==> src/sv/tkt_pkg.sv <==
`timescale 1ns / 1ps
package tkt_pkg;

  typedef struct packed {
    logic       action;
    logic [7:0] term_byte;
    logic [7:0] bus_address;
    logic [2:0] access_size;
  } in_item_t;

  typedef struct packed {
    logic [15:0] read_data;
    logic        dropped;
  } out_item_t;

  // Command codes passed from the front end to the back end
  localparam logic [2:0] OP_CONST    = 3'd0;  // result is {8'h00, code}, nothing else
  localparam logic [2:0] OP_KEY      = 3'd1;  // queue one key sequence
  localparam logic [2:0] OP_POP_BYTE = 3'd2;  // pop head word, low byte
  localparam logic [2:0] OP_POP_WORD = 3'd3;  // pop head word
  localparam logic [2:0] OP_DRAIN    = 3'd4;  // drain queue into direction bits

  typedef struct packed {
    logic [2:0] op;
    logic [7:0] code;
    logic       alt;
    logic       ctrl;
    logic       shift;
  } cmd_t;

endpackage

==> src/sv/tkt_front.sv <==
`timescale 1ns / 1ps
module tkt_front (
  input  logic             clk,
  input  logic             rst,
  input  logic             start,
  input  tkt_pkg::in_item_t item,
  input  logic             q_full,
  output logic             busy,
  output logic             q_push,
  output tkt_pkg::cmd_t    q_cmd
);
  import tkt_pkg::*;

  localparam logic [7:0] ESC_IDLE = 8'h00;
  localparam logic [7:0] ESC_ESC  = 8'h1b;
  localparam logic [7:0] ESC_CSI  = 8'h5b;

  localparam logic [7:0] ADDR_KEY    = 8'd0;
  localparam logic [7:0] ADDR_LCD    = 8'd4;
  localparam logic [7:0] ADDR_OLDKEY = 8'd16;

  typedef struct packed {
    logic [7:0] code;
    logic       ctrl;
    logic       shift;
  } plain_t;

  logic [7:0] esc;
  logic [7:0] esc_next;

  logic [7:0] b;
  logic       is_digit;
  logic [6:0] num_n;
  logic [1:0] num_r;
  logic [6:0] num_v;
  logic [7:0] code;
  logic       alt, ctrl, shift;
  plain_t     pm;

  // n mod 3 for a 7-bit value, by conditional subtraction
  function automatic logic [1:0] mod3(input logic [6:0] n);
    logic [6:0] r;
    r = n;
    if (r >= 7'd96) r = r - 7'd96;
    if (r >= 7'd48) r = r - 7'd48;
    if (r >= 7'd24) r = r - 7'd24;
    if (r >= 7'd12) r = r - 7'd12;
    if (r >= 7'd6)  r = r - 7'd6;
    if (r >= 7'd3)  r = r - 7'd3;
    return r[1:0];
  endfunction

  // special-code table for ESC [ n ~ style sequences
  function automatic logic [7:0] numpad(input logic [4:0] n);
    logic [7:0] c;
    unique case (n)
      5'd1:    c = 8'h24;  // $
      5'd2:    c = 8'h2d;  // -
      5'd3:    c = 8'h2e;  // .
      5'd4:    c = 8'h23;  // #
      5'd5:    c = 8'h21;  // !
      5'd6:    c = 8'h22;  // "
      5'd11:   c = 8'h70;  // p
      5'd12:   c = 8'h71;
      5'd13:   c = 8'h72;
      5'd14:   c = 8'h73;
      5'd15:   c = 8'h74;  // t
      5'd17:   c = 8'h75;  // u
      5'd18:   c = 8'h76;
      5'd19:   c = 8'h77;
      5'd20:   c = 8'h78;
      5'd21:   c = 8'h79;  // y
      5'd23:   c = 8'h7a;  // z
      5'd24:   c = 8'h7b;  // {
      default: c = 8'h20;
    endcase
    return c;
  endfunction

  // plain byte to key code plus ctrl/shift
  function automatic plain_t map_plain(input logic [7:0] bv);
    plain_t     p;
    logic [7:0] c40;
    p.code  = bv;
    p.ctrl  = 1'b0;
    p.shift = 1'b0;
    c40     = bv + 8'h40;
    if ((bv < 8'h20 || bv[7]) && bv != 8'h09 && bv != 8'h0d) begin
      if (c40 == 8'h4a) begin
        p.code = 8'h0d;          // Ctrl-J is Enter
      end else begin
        p.ctrl = 1'b1;
        p.code = c40;
      end
    end else if (bv >= 8'h41 && bv <= 8'h5a) begin
      p.shift = 1'b1;
    end else if (bv >= 8'h61 && bv <= 8'h7a) begin
      p.code = bv - 8'h20;
    end else begin
      unique case (bv)
        8'h29: begin p.code = 8'h30; p.shift = 1'b1; end  // )
        8'h21: begin p.code = 8'h31; p.shift = 1'b1; end  // !
        8'h40: begin p.code = 8'h32; p.shift = 1'b1; end  // @
        8'h23: begin p.code = 8'h33; p.shift = 1'b1; end  // #
        8'h24: begin p.code = 8'h34; p.shift = 1'b1; end  // $
        8'h25: begin p.code = 8'h35; p.shift = 1'b1; end  // %
        8'h5e: begin p.code = 8'h36; p.shift = 1'b1; end  // ^
        8'h26: begin p.code = 8'h37; p.shift = 1'b1; end  // &
        8'h2a: begin p.code = 8'h38; p.shift = 1'b1; end  // *
        8'h28: begin p.code = 8'h39; p.shift = 1'b1; end  // (
        8'h3b: p.code = 8'hba;                            // ;
        8'h3d: p.code = 8'hbb;                            // =
        8'h2c: p.code = 8'hbc;                            // ,
        8'h2d: p.code = 8'hbd;                            // -
        8'h2e: p.code = 8'hbe;                            // .
        8'h2f: p.code = 8'hbf;                            // /
        8'h60: p.code = 8'hc0;                            // `
        8'h3a: begin p.code = 8'hba; p.shift = 1'b1; end  // :
        8'h2b: begin p.code = 8'hbb; p.shift = 1'b1; end  // +
        8'h3c: begin p.code = 8'hbc; p.shift = 1'b1; end  // <
        8'h5f: begin p.code = 8'hbd; p.shift = 1'b1; end  // _
        8'h3e: begin p.code = 8'hbe; p.shift = 1'b1; end  // >
        8'h3f: begin p.code = 8'hbf; p.shift = 1'b1; end  // ?
        8'h7e: begin p.code = 8'hc0; p.shift = 1'b1; end  // ~
        8'h5b: p.code = 8'hdb;                            // [
        8'h5c: p.code = 8'hdc;                            // backslash
        8'h5d: p.code = 8'hdd;                            // ]
        8'h27: p.code = 8'hde;                            // '
        8'h7b: begin p.code = 8'hdb; p.shift = 1'b1; end  // {
        8'h7c: begin p.code = 8'hdc; p.shift = 1'b1; end  // |
        8'h7d: begin p.code = 8'hdd; p.shift = 1'b1; end  // }
        8'h22: begin p.code = 8'hde; p.shift = 1'b1; end  // "
        8'h7f: p.code = 8'h08;                            // DEL is backspace
        default: p.code = bv;
      endcase
    end
    return p;
  endfunction

  assign busy   = q_full;
  assign q_push = start && !q_full;

  assign b        = item.term_byte;
  assign is_digit = (b >= 8'h30) && (b <= 8'h39);
  assign num_n    = esc[6:0];
  assign num_r    = mod3(num_n);
  assign num_v    = 7'(num_r) * 7'd10 + {3'b000, b[3:0]};
  assign pm       = map_plain(b);

  always_comb begin
    esc_next = esc;
    code     = 8'h00;
    alt      = 1'b0;
    ctrl     = 1'b0;
    shift    = 1'b0;
    q_cmd    = '0;
    q_cmd.op = OP_CONST;
    if (item.action) begin
      if (item.access_size == 3'd1) begin
        priority if (item.bus_address == ADDR_LCD) begin
          q_cmd.code = 8'h01;
        end else if (item.bus_address == ADDR_KEY) begin
          q_cmd.op = OP_POP_BYTE;
        end else if (item.bus_address == ADDR_OLDKEY) begin
          q_cmd.op = OP_DRAIN;
        end
      end else if (item.access_size == 3'd4 && item.bus_address == ADDR_KEY) begin
        q_cmd.op = OP_POP_WORD;
      end
    end else if (b != 8'h00) begin
      priority if (b == ESC_ESC) begin
        code     = (esc == ESC_ESC) ? ESC_ESC : 8'h00;
        esc_next = ESC_ESC;
      end else if (esc == ESC_ESC && b == ESC_CSI) begin
        esc_next = ESC_CSI;
      end else if (esc == ESC_CSI) begin
        esc_next = ESC_IDLE;
        priority if (b == 8'h44) code = 8'h25;      // D left
        else if (b == 8'h41) code = 8'h26;          // A up
        else if (b == 8'h43) code = 8'h27;          // C right
        else if (b == 8'h42) code = 8'h28;          // B down
        else if (is_digit) esc_next = {4'h8, b[3:0]};
        else code = b;                              // raw, no modifiers
      end else if (esc[7]) begin
        if (is_digit) begin
          esc_next = {1'b1, num_v};
        end else begin
          code     = numpad(num_n[4:0]);
          esc_next = ESC_IDLE;
        end
      end else begin
        alt      = (esc == ESC_ESC);
        esc_next = ESC_IDLE;
        code     = pm.code;
        ctrl     = pm.ctrl;
        shift    = pm.shift;
      end
      if (code != 8'h00) begin
        q_cmd.op    = OP_KEY;
        q_cmd.code  = code;
        q_cmd.alt   = alt;
        q_cmd.ctrl  = ctrl;
        q_cmd.shift = shift;
      end
    end
  end

  always_ff @(posedge clk) begin
    if (rst) begin
      esc <= ESC_IDLE;
    end else if (q_push) begin
      esc <= esc_next;
    end
  end

endmodule

==> src/sv/tkt_cmdq.sv <==
`timescale 1ns / 1ps
module tkt_cmdq (
  input  logic          clk,
  input  logic          rst,
  input  logic          push,
  input  tkt_pkg::cmd_t wr_cmd,
  input  logic          pop,
  output tkt_pkg::cmd_t rd_cmd,
  output logic          full,
  output logic          empty
);
  import tkt_pkg::*;

  cmd_t       slots [2];
  logic       wp, rp;
  logic [1:0] cnt;

  assign full   = (cnt == 2'd2);
  assign empty  = (cnt == 2'd0);
  assign rd_cmd = slots[rp];

  always_ff @(posedge clk) begin
    if (push) begin
      slots[wp] <= wr_cmd;
    end
  end

  always_ff @(posedge clk) begin
    if (rst) begin
      wp  <= 1'b0;
      rp  <= 1'b0;
      cnt <= 2'd0;
    end else begin
      if (push) wp <= ~wp;
      if (pop)  rp <= ~rp;
      unique case ({push, pop})
        2'b10:   cnt <= cnt + 2'd1;
        2'b01:   cnt <= cnt - 2'd1;
        default: cnt <= cnt;
      endcase
    end
  end

endmodule

==> src/sv/tkt_back.sv <==
`timescale 1ns / 1ps
module tkt_back #(
  parameter int KEY_SLOTS = 64
) (
  input  logic                           clk,
  input  logic                           rst,
  input  logic                           q_empty,
  input  tkt_pkg::cmd_t                  q_cmd,
  output logic                           q_pop,
  output logic                           done,
  output tkt_pkg::out_item_t             result,
  output logic [$clog2(KEY_SLOTS+1)-1:0] fill_level
);
  import tkt_pkg::*;

  localparam int AW = $clog2(KEY_SLOTS);
  localparam int CW = $clog2(KEY_SLOTS + 1);
  localparam logic [AW-1:0] LAST  = AW'(KEY_SLOTS - 1);
  localparam logic [CW:0]   SLOTS = (CW+1)'(KEY_SLOTS);

  localparam logic [2:0] S_IDLE     = 3'd0;
  localparam logic [2:0] S_PUSH     = 3'd1;
  localparam logic [2:0] S_POP_WAIT = 3'd2;
  localparam logic [2:0] S_POP      = 3'd3;
  localparam logic [2:0] S_DRN_WAIT = 3'd4;
  localparam logic [2:0] S_DRN      = 3'd5;

  localparam logic [15:0] ALT_MAKE    = 16'h00a4;
  localparam logic [15:0] CTRL_MAKE   = 16'h00a2;
  localparam logic [15:0] SHIFT_MAKE  = 16'h00a0;
  localparam logic [15:0] SHIFT_BREAK = 16'ha000;
  localparam logic [15:0] CTRL_BREAK  = 16'ha200;
  localparam logic [15:0] ALT_BREAK   = 16'ha400;

  logic [15:0]   mem [KEY_SLOTS];
  logic [15:0]   rd_data;
  logic [2:0]    state;
  logic [AW-1:0] head, tail;
  logic [CW-1:0] fill;
  logic [2:0]    step;
  cmd_t          cur;
  logic [5:0]    bits;
  logic [15:0]   word;
  logic          wen;
  logic [3:0]    need;
  logic [CW:0]   fill_sum;
  logic [5:0]    dir;

  function automatic logic [AW-1:0] ptr_inc(input logic [AW-1:0] p);
    return (p == LAST) ? '0 : p + AW'(1);
  endfunction

  assign fill_level = fill;
  assign q_pop      = (state == S_IDLE) && !q_empty;
  assign need       = {1'b0, 2'(q_cmd.alt) + 2'(q_cmd.ctrl) + 2'(q_cmd.shift), 1'b0} + 4'd2;
  assign fill_sum   = {1'b0, fill} + (CW+1)'(need);

  // direction bits for the oldkey drain
  always_comb begin
    unique case (rd_data[7:0])
      8'h57:   dir = 6'd32;  // W
      8'h53:   dir = 6'd16;  // S
      8'h41:   dir = 6'd8;   // A
      8'h44:   dir = 6'd4;   // D
      8'h4a:   dir = 6'd2;   // J
      8'h4b:   dir = 6'd1;   // K
      default: dir = 6'd0;
    endcase
  end

  // make/break word for each slot of the sequence
  always_comb begin
    unique case (step)
      3'd0:    begin wen = cur.alt;   word = ALT_MAKE;          end
      3'd1:    begin wen = cur.ctrl;  word = CTRL_MAKE;         end
      3'd2:    begin wen = cur.shift; word = SHIFT_MAKE;        end
      3'd3:    begin wen = 1'b1;      word = {8'h00, cur.code}; end
      3'd4:    begin wen = 1'b1;      word = {cur.code, 8'h00}; end
      3'd5:    begin wen = cur.shift; word = SHIFT_BREAK;       end
      3'd6:    begin wen = cur.ctrl;  word = CTRL_BREAK;        end
      default: begin wen = cur.alt;   word = ALT_BREAK;         end
    endcase
  end

  always_ff @(posedge clk) begin
    if (state == S_PUSH && wen) begin
      mem[tail] <= word;
    end
    rd_data <= mem[head];
  end

  always_ff @(posedge clk) begin
    if (rst) begin
      state <= S_IDLE;
      head  <= '0;
      tail  <= '0;
      fill  <= '0;
      step  <= '0;
      done  <= 1'b0;
    end else begin
      done <= 1'b0;
      unique case (state)
        S_IDLE: begin
          if (!q_empty) begin
            cur    <= q_cmd;
            result <= '0;
            unique case (q_cmd.op)
              OP_KEY: begin
                if (fill_sum > SLOTS) begin
                  done           <= 1'b1;
                  result.dropped <= 1'b1;
                end else begin
                  step  <= '0;
                  state <= S_PUSH;
                end
              end
              OP_POP_BYTE, OP_POP_WORD: begin
                if (fill == '0) done <= 1'b1;
                else state <= S_POP_WAIT;
              end
              OP_DRAIN: begin
                bits <= '0;
                if (fill == '0) done <= 1'b1;
                else state <= S_DRN_WAIT;
              end
              default: begin
                done             <= 1'b1;
                result.read_data <= {8'h00, q_cmd.code};
              end
            endcase
          end
        end
        S_PUSH: begin
          if (wen) begin
            tail <= ptr_inc(tail);
            fill <= fill + CW'(1);
          end
          step <= step + 3'd1;
          if (step == 3'd7) begin
            done  <= 1'b1;
            state <= S_IDLE;
          end
        end
        S_POP_WAIT: state <= S_POP;
        S_POP: begin
          result.read_data <= (cur.op == OP_POP_BYTE) ? {8'h00, rd_data[7:0]} : rd_data;
          head  <= ptr_inc(head);
          fill  <= fill - CW'(1);
          done  <= 1'b1;
          state <= S_IDLE;
        end
        S_DRN_WAIT: state <= S_DRN;
        S_DRN: begin
          bits <= bits | dir;
          head <= ptr_inc(head);
          fill <= fill - CW'(1);
          if (fill == CW'(1)) begin
            result.read_data <= {10'b0, bits | dir};
            done             <= 1'b1;
            state            <= S_IDLE;
          end else begin
            state <= S_DRN_WAIT;
          end
        end
        default: state <= S_IDLE;
      endcase
    end
  end

endmodule

==> src/sv/terminal_key_translator_fifo.sv <==
`timescale 1ns / 1ps
// Status, invalid and empty-queue reads, bytes that make no key and dropped sequences
//   finish in S_IDLE; a queued key steps S_PUSH over its make/break slots; a pop goes
//   S_POP_WAIT, S_POP; the oldkey drain loops S_DRN_WAIT, S_DRN once per queue word.
// Throughput is set by the back end; the two-entry command queue lets the front take
//   up to two beats ahead. The receiver cannot stall: done is a one-cycle strobe.
// Reset (rst, synchronous) clears escape state, command queue and key fill; no clearing pass.
module terminal_key_translator_fifo #(
  parameter int KEY_SLOTS = 64
) (
  input  logic               clk,
  input  logic               rst,
  input  logic               start,
  input  tkt_pkg::in_item_t  item,
  output logic               busy,
  output logic               done,
  output tkt_pkg::out_item_t result
);
  import tkt_pkg::*;

  localparam int CW = $clog2(KEY_SLOTS + 1);

  // front -> queue
  logic q_push;
  cmd_t q_wr_cmd;
  // queue -> back
  logic q_pop;
  cmd_t q_rd_cmd;
  logic q_full;
  logic q_empty;

  logic [CW-1:0] fill_level;

  // Front end: escape-sequence decoding and key mapping, one beat per cycle
  // while the command queue has room.
  tkt_front u_front (
    .clk    (clk),
    .rst    (rst),
    .start  (start),
    .item   (item),
    .q_full (q_full),
    .busy   (busy),
    .q_push (q_push),
    .q_cmd  (q_wr_cmd)
  );

  // Short command queue decoupling decode from queue maintenance.
  tkt_cmdq u_cmdq (
    .clk    (clk),
    .rst    (rst),
    .push   (q_push),
    .wr_cmd (q_wr_cmd),
    .pop    (q_pop),
    .rd_cmd (q_rd_cmd),
    .full   (q_full),
    .empty  (q_empty)
  );

  // Back end: ring-buffer key queue; pushes make/break sequences, pops and drains.
  tkt_back #(
    .KEY_SLOTS (KEY_SLOTS)
  ) u_back (
    .clk        (clk),
    .rst        (rst),
    .q_empty    (q_empty),
    .q_cmd      (q_rd_cmd),
    .q_pop      (q_pop),
    .done       (done),
    .result     (result),
    .fill_level (fill_level)
  );

  // Key queue never holds more words than it has slots.
  a_fill_bound: assert property (@(posedge clk) disable iff (rst)
    fill_level <= CW'(KEY_SLOTS))
    else $error("key fill exceeds slot count");

  // A dropped sequence reports no read data.
  a_drop_zero: assert property (@(posedge clk) disable iff (rst)
    done && result.dropped |-> result.read_data == 16'h0000)
    else $error("dropped result carries data");

  // Front is only held off by a full command queue.
  a_busy_q: assert property (@(posedge clk) disable iff (rst)
    q_empty |-> !busy)
    else $error("busy with empty command queue");

  // Back end pops only what the queue holds.
  a_pop_valid: assert property (@(posedge clk) disable iff (rst)
    q_pop |-> !q_empty)
    else $error("pop from empty command queue");

endmodule

==> config.mk <==
export PLATFORM = sky130hd
export DESIGN_NAME = terminal_key_translator_fifo
export DESIGN_NICKNAME = d
export VERILOG_FILES = /design/src/sv/tkt_pkg.sv /design/src/sv/tkt_front.sv /design/src/sv/tkt_cmdq.sv /design/src/sv/tkt_back.sv /design/src/sv/terminal_key_translator_fifo.sv
export SDC_FILE = /design/constraint.sdc
export NUM_CORES = 1
export LEC_CHECK = 0
export ABC_AREA = 1
export CAP_MARGIN = 5
export CORE_AREA = 2 2 292 294
export DETAILED_ROUTE_END_ITERATION = 10
export DIE_AREA = 0 0 294 296
export DONT_BUFFER_PORTS = 1
export PLACE_DENSITY_LB_ADDON = 0.15
export SLEW_MARGIN = 10
export SYNTH_ARGS = -nofsm -noshare
export SYNTH_HDL_FRONTEND = slang
export SYNTH_SLANG_ARGS = --single-unit
==> constraint.sdc <==
create_clock -name clk -period 5.38 [get_ports clk]
set_input_delay 0.538 -clock clk [delete_from_list [all_inputs] [get_ports clk]]
set_output_delay 0.538 -clock clk [all_outputs]
set_load 0.05 [all_outputs]
==> results.yml <==
status:
  status: "finished, final reports clean"
route:
  wl_per_cell_um: 24.45
  final_antenna_net_count: 0
  num_vias: 31911
  vias_per_cell: 6.211
  wl_um: 125600
  drc: 0
  first_pass_iters: 6
  drt_iter0_drc: 3934
logic_synthesis:
  yosysUniqueCellTypes: 56
  seq_area_frac_synth_pct: 71.52
  netlist_area_sq_um: 47410
  synth_area_per_cell_sq_um: 12.12
  ys_ff_latch: 1149
  synthArstFlopShare_pct: 0
  ys_warn_count: 0
  synthFlopType: "edfxtp_1"
  syn_nets: 3971
  synth_edf_count: 1089
  syn_inst: 3910
run:
  maxCapViolations: 0
sta:
  drv_slew: 0
  setup_viol: 0
  clock_skew_ns: 0.03884
  fmax_mhz: 192.1
  finalHoldViolCount: 0
  hold_ws_ns: 0.06596
  timing.final.crit_share_pct: 96.76
  worst_slew_pin_slew_ns: 1.107
  slew_headroom_pct: 26.22
  period_needed_ns: 5.206
finish:
  area_delta_synth_final_pct: 12.07
  num-fill-cells: 6402
  seq_area_sq_um: 33920
  multi_input_area_sq_um: 12400
  finalNetCount: 4018
  drive_gt1_share_pct: 10.77
critical_path:
  required_ns: 6.01
  endpoint_kind: "flip-flop"
  path_max_fanout: 5
  crit_arrival_ns: 5.84
  worstSetupStartpointType: "flip-flop"
  timing.critical_path.slowest_cell_delay_ns: 0.52
  critPathKind: "reg2reg"
  r2r_cells: 39
  cp_num_buf_inv: 10
  cp_slowest_cell: "fa_1"
  cp_top_family: "simple AND/OR/NAND/NOR gates"
  cp.depth: 39
global_route:
  antenna_found_initial: 11
  groute.usage.overall_pct: 28.72
  grt_pass1_vias: 29909
  globalRouteOverflowTotal: 0
  grt_max_degree: 204
  grt_first_pass_wirelength_um: 187700
floorplan:
  die_area_sq_um: 87020
  core.rowCount: 107
  start_util_pct: 56.29
  die_y_um: 296
  core-area_sq_um: 84210
  die_w_um: 294
  ios: 42
cts:
  root_buffer: "clkbuf_16"
  numCtsBuffers: 114
  cts_buffer_depth: 3
  cts_tree: "built"
  cts_max_level: 3
  clkSlewWorstSetupHoldPaths_ns: 0.07
  clock_sinks: 1149
  worstSkewPairLatency_ns: 0.71
place:
  gp_congestion: 0.9086
  dpl.hpwl_um: 71560
  portBuffers: 0
power:
  peakVddDrop_mv: 0.3374
  power_density_nw_per_um2: 398.7
  power_leakage_nw: 18.39
  power_w: 0.02118
hold_path:
  holdPathStages: 1
  min_path_type: "in2reg"
## layout make-up
cell class                      instances  area share (%)
Clock buffer                          154           5.765
Clock inverter                         52          0.8384
Tap cell                             1090           2.567
Timing Repair Buffer                  156           2.388
Multi-Input combinational cell       2364           23.34
Antenna cell                            1        0.004710
Inverter                              172           1.262
Sequential cell                      1149           63.84
## report_power, final
part           total (W)  leakage [nW]  internal (W)  switching, W
Sequential        0.0111          10.7        0.0108      0.000256
Combinational    0.00263          5.95      0.000582       0.00204
Clock            0.00747          1.70       0.00414       0.00333
## final timing paths
check,start,endpoint,slack (ns)
hold / removal,rst,u_back.result[0]$_SDFFCE_PN0P_,0.07
setup / recovery,u_front.esc[5]$_SDFFE_PP0P_,flip-flop,0.17
hold reg to reg,u_cmdq.rp$_SDFFE_PP0P_,flip-flop,0.45
setup reg to reg,u_front.esc[5]$_SDFFE_PP0P_,flip-flop,0.17
## cells in the final DEF, fill, tap and decap left out, drive strengths merged, types with 2 or more instances in the layout
cell type,n
o31ai,9
clkinv,49
o221ai,98
nor3,37
o21bai,2
o211ai,36
o21ai,578
xor2,8
edfxtp,1089
o311ai,2
ha,35
nand4,40
clkbuf,154
clkinvlp,2
inv,170
dfxtp,60
a21oi,73
fa,3
o22ai,162
nor3b,2
a221o,14
a211oi,3
xnor2,4
and2,2
nor2,714
a32o,3
a31oi,30
nand3,131
nand3b,2
nand2,340
or2,7
nor4,14
a221oi,4
bufinv,3
buf,155
## flip-flops by register name, summed over array words and instances, names as in the netlist, 3 cells and up, named ones only
register and flops:
u_back.cur 14, u_back.tail 6, u_back.head 6, u_back.bits 6
u_cmdq.slots 28, u_back.state 3, u_back.fill_level 7, u_back.mem 1024
u_front.esc 8, u_back.rd_data 16, u_back.result 17, u_back.step 3
## metal layers
layer  up-vias  wire [um]  GRT usage (%)
li1      14520          -              -
met1     15554      51860          41.35
met2      1542      58300          44.79
met3       285      11030          4.812
met4        10       4339          10.00
met5         -         95              0
## per-stage QoR
stage / instance area [sq um] / std cells / setup TNS [ns] / utilization (%) / worst slack [ns]
final: 53130 / 5138 / 0 / 63.09 / 0.1742
after floorplan: 47410 / 3910 / 0 / - / 0.04681
after CTS: 52830 / 5127 / 0 / 62.73 / 0.02501
after global placement: 49260 / 4919 / -0.01323 / 58.50 / -0.01133
after detailed placement: 49260 / 4919 / -0.7363 / 58.50 / -0.2173
after global routing: 53120 / 5137 / -0.3573 / 63.09 / -0.1272
## kinds of logic after synthesis
| kind of cell | after synthesis | synth area share (%) |
|---|---|---|
| buffers and inverters | 397 | 3.151 |
| DFF | 1149 | 71.52 |
| AOI/OAI and AO/OA | 1024 | 12.71 |
| and+or+nand+nor | 1290 | 11.35 |
| xor gates and xnor gates | 12 | 0.2217 |
| adders and majority gates | 38 | 1.050 |
## repair_timing
action	in CTS	in global routing
gates resized for setup	13	60
hold buffers	1	0
endpoints found under the hold margin	11	0
setup endpoints to repair	5	6
setup buffers	1	10
pin swaps	5	34
## synth_stat cells (all sizes together) (2+ instances only)
cell | instances | area share, %
ha | 35 | 0.92
o221ai | 98 | 1.8
nor3b | 2 | 0.032
nor3 | 37 | 0.39
nand3 | 131 | 1.5
nand2 | 340 | 2.8
nor2 | 714 | 5.8
o21bai | 2 | 0.032
a211oi | 3 | 0.048
xor2 | 8 | 0.15
a32o | 3 | 0.063
xnor2 | 4 | 0.074
o22ai | 162 | 2.2
a221oi | 4 | 0.074
clkbuf | 215 | 1.7
nor4 | 14 | 0.18
a221o | 14 | 0.30
nand4 | 40 | 0.53
inv | 166 | 1.3
edfxtp | 1089 | 69
o211ai | 36 | 0.57
o311ai | 2 | 0.037
o31ai | 9 | 0.14
or2 | 7 | 0.092
buf | 10 | 0.087
fa | 3 | 0.13
and2 | 2 | 0.026
o21ai | 578 | 6.1
nand3b | 2 | 0.032
a31oi | 30 | 0.40
dfxtp | 60 | 2.5
clkinv | 6 | 0.048
a21oi | 73 | 0.79
No activity file was read; power rests on OpenSTA's default activity.
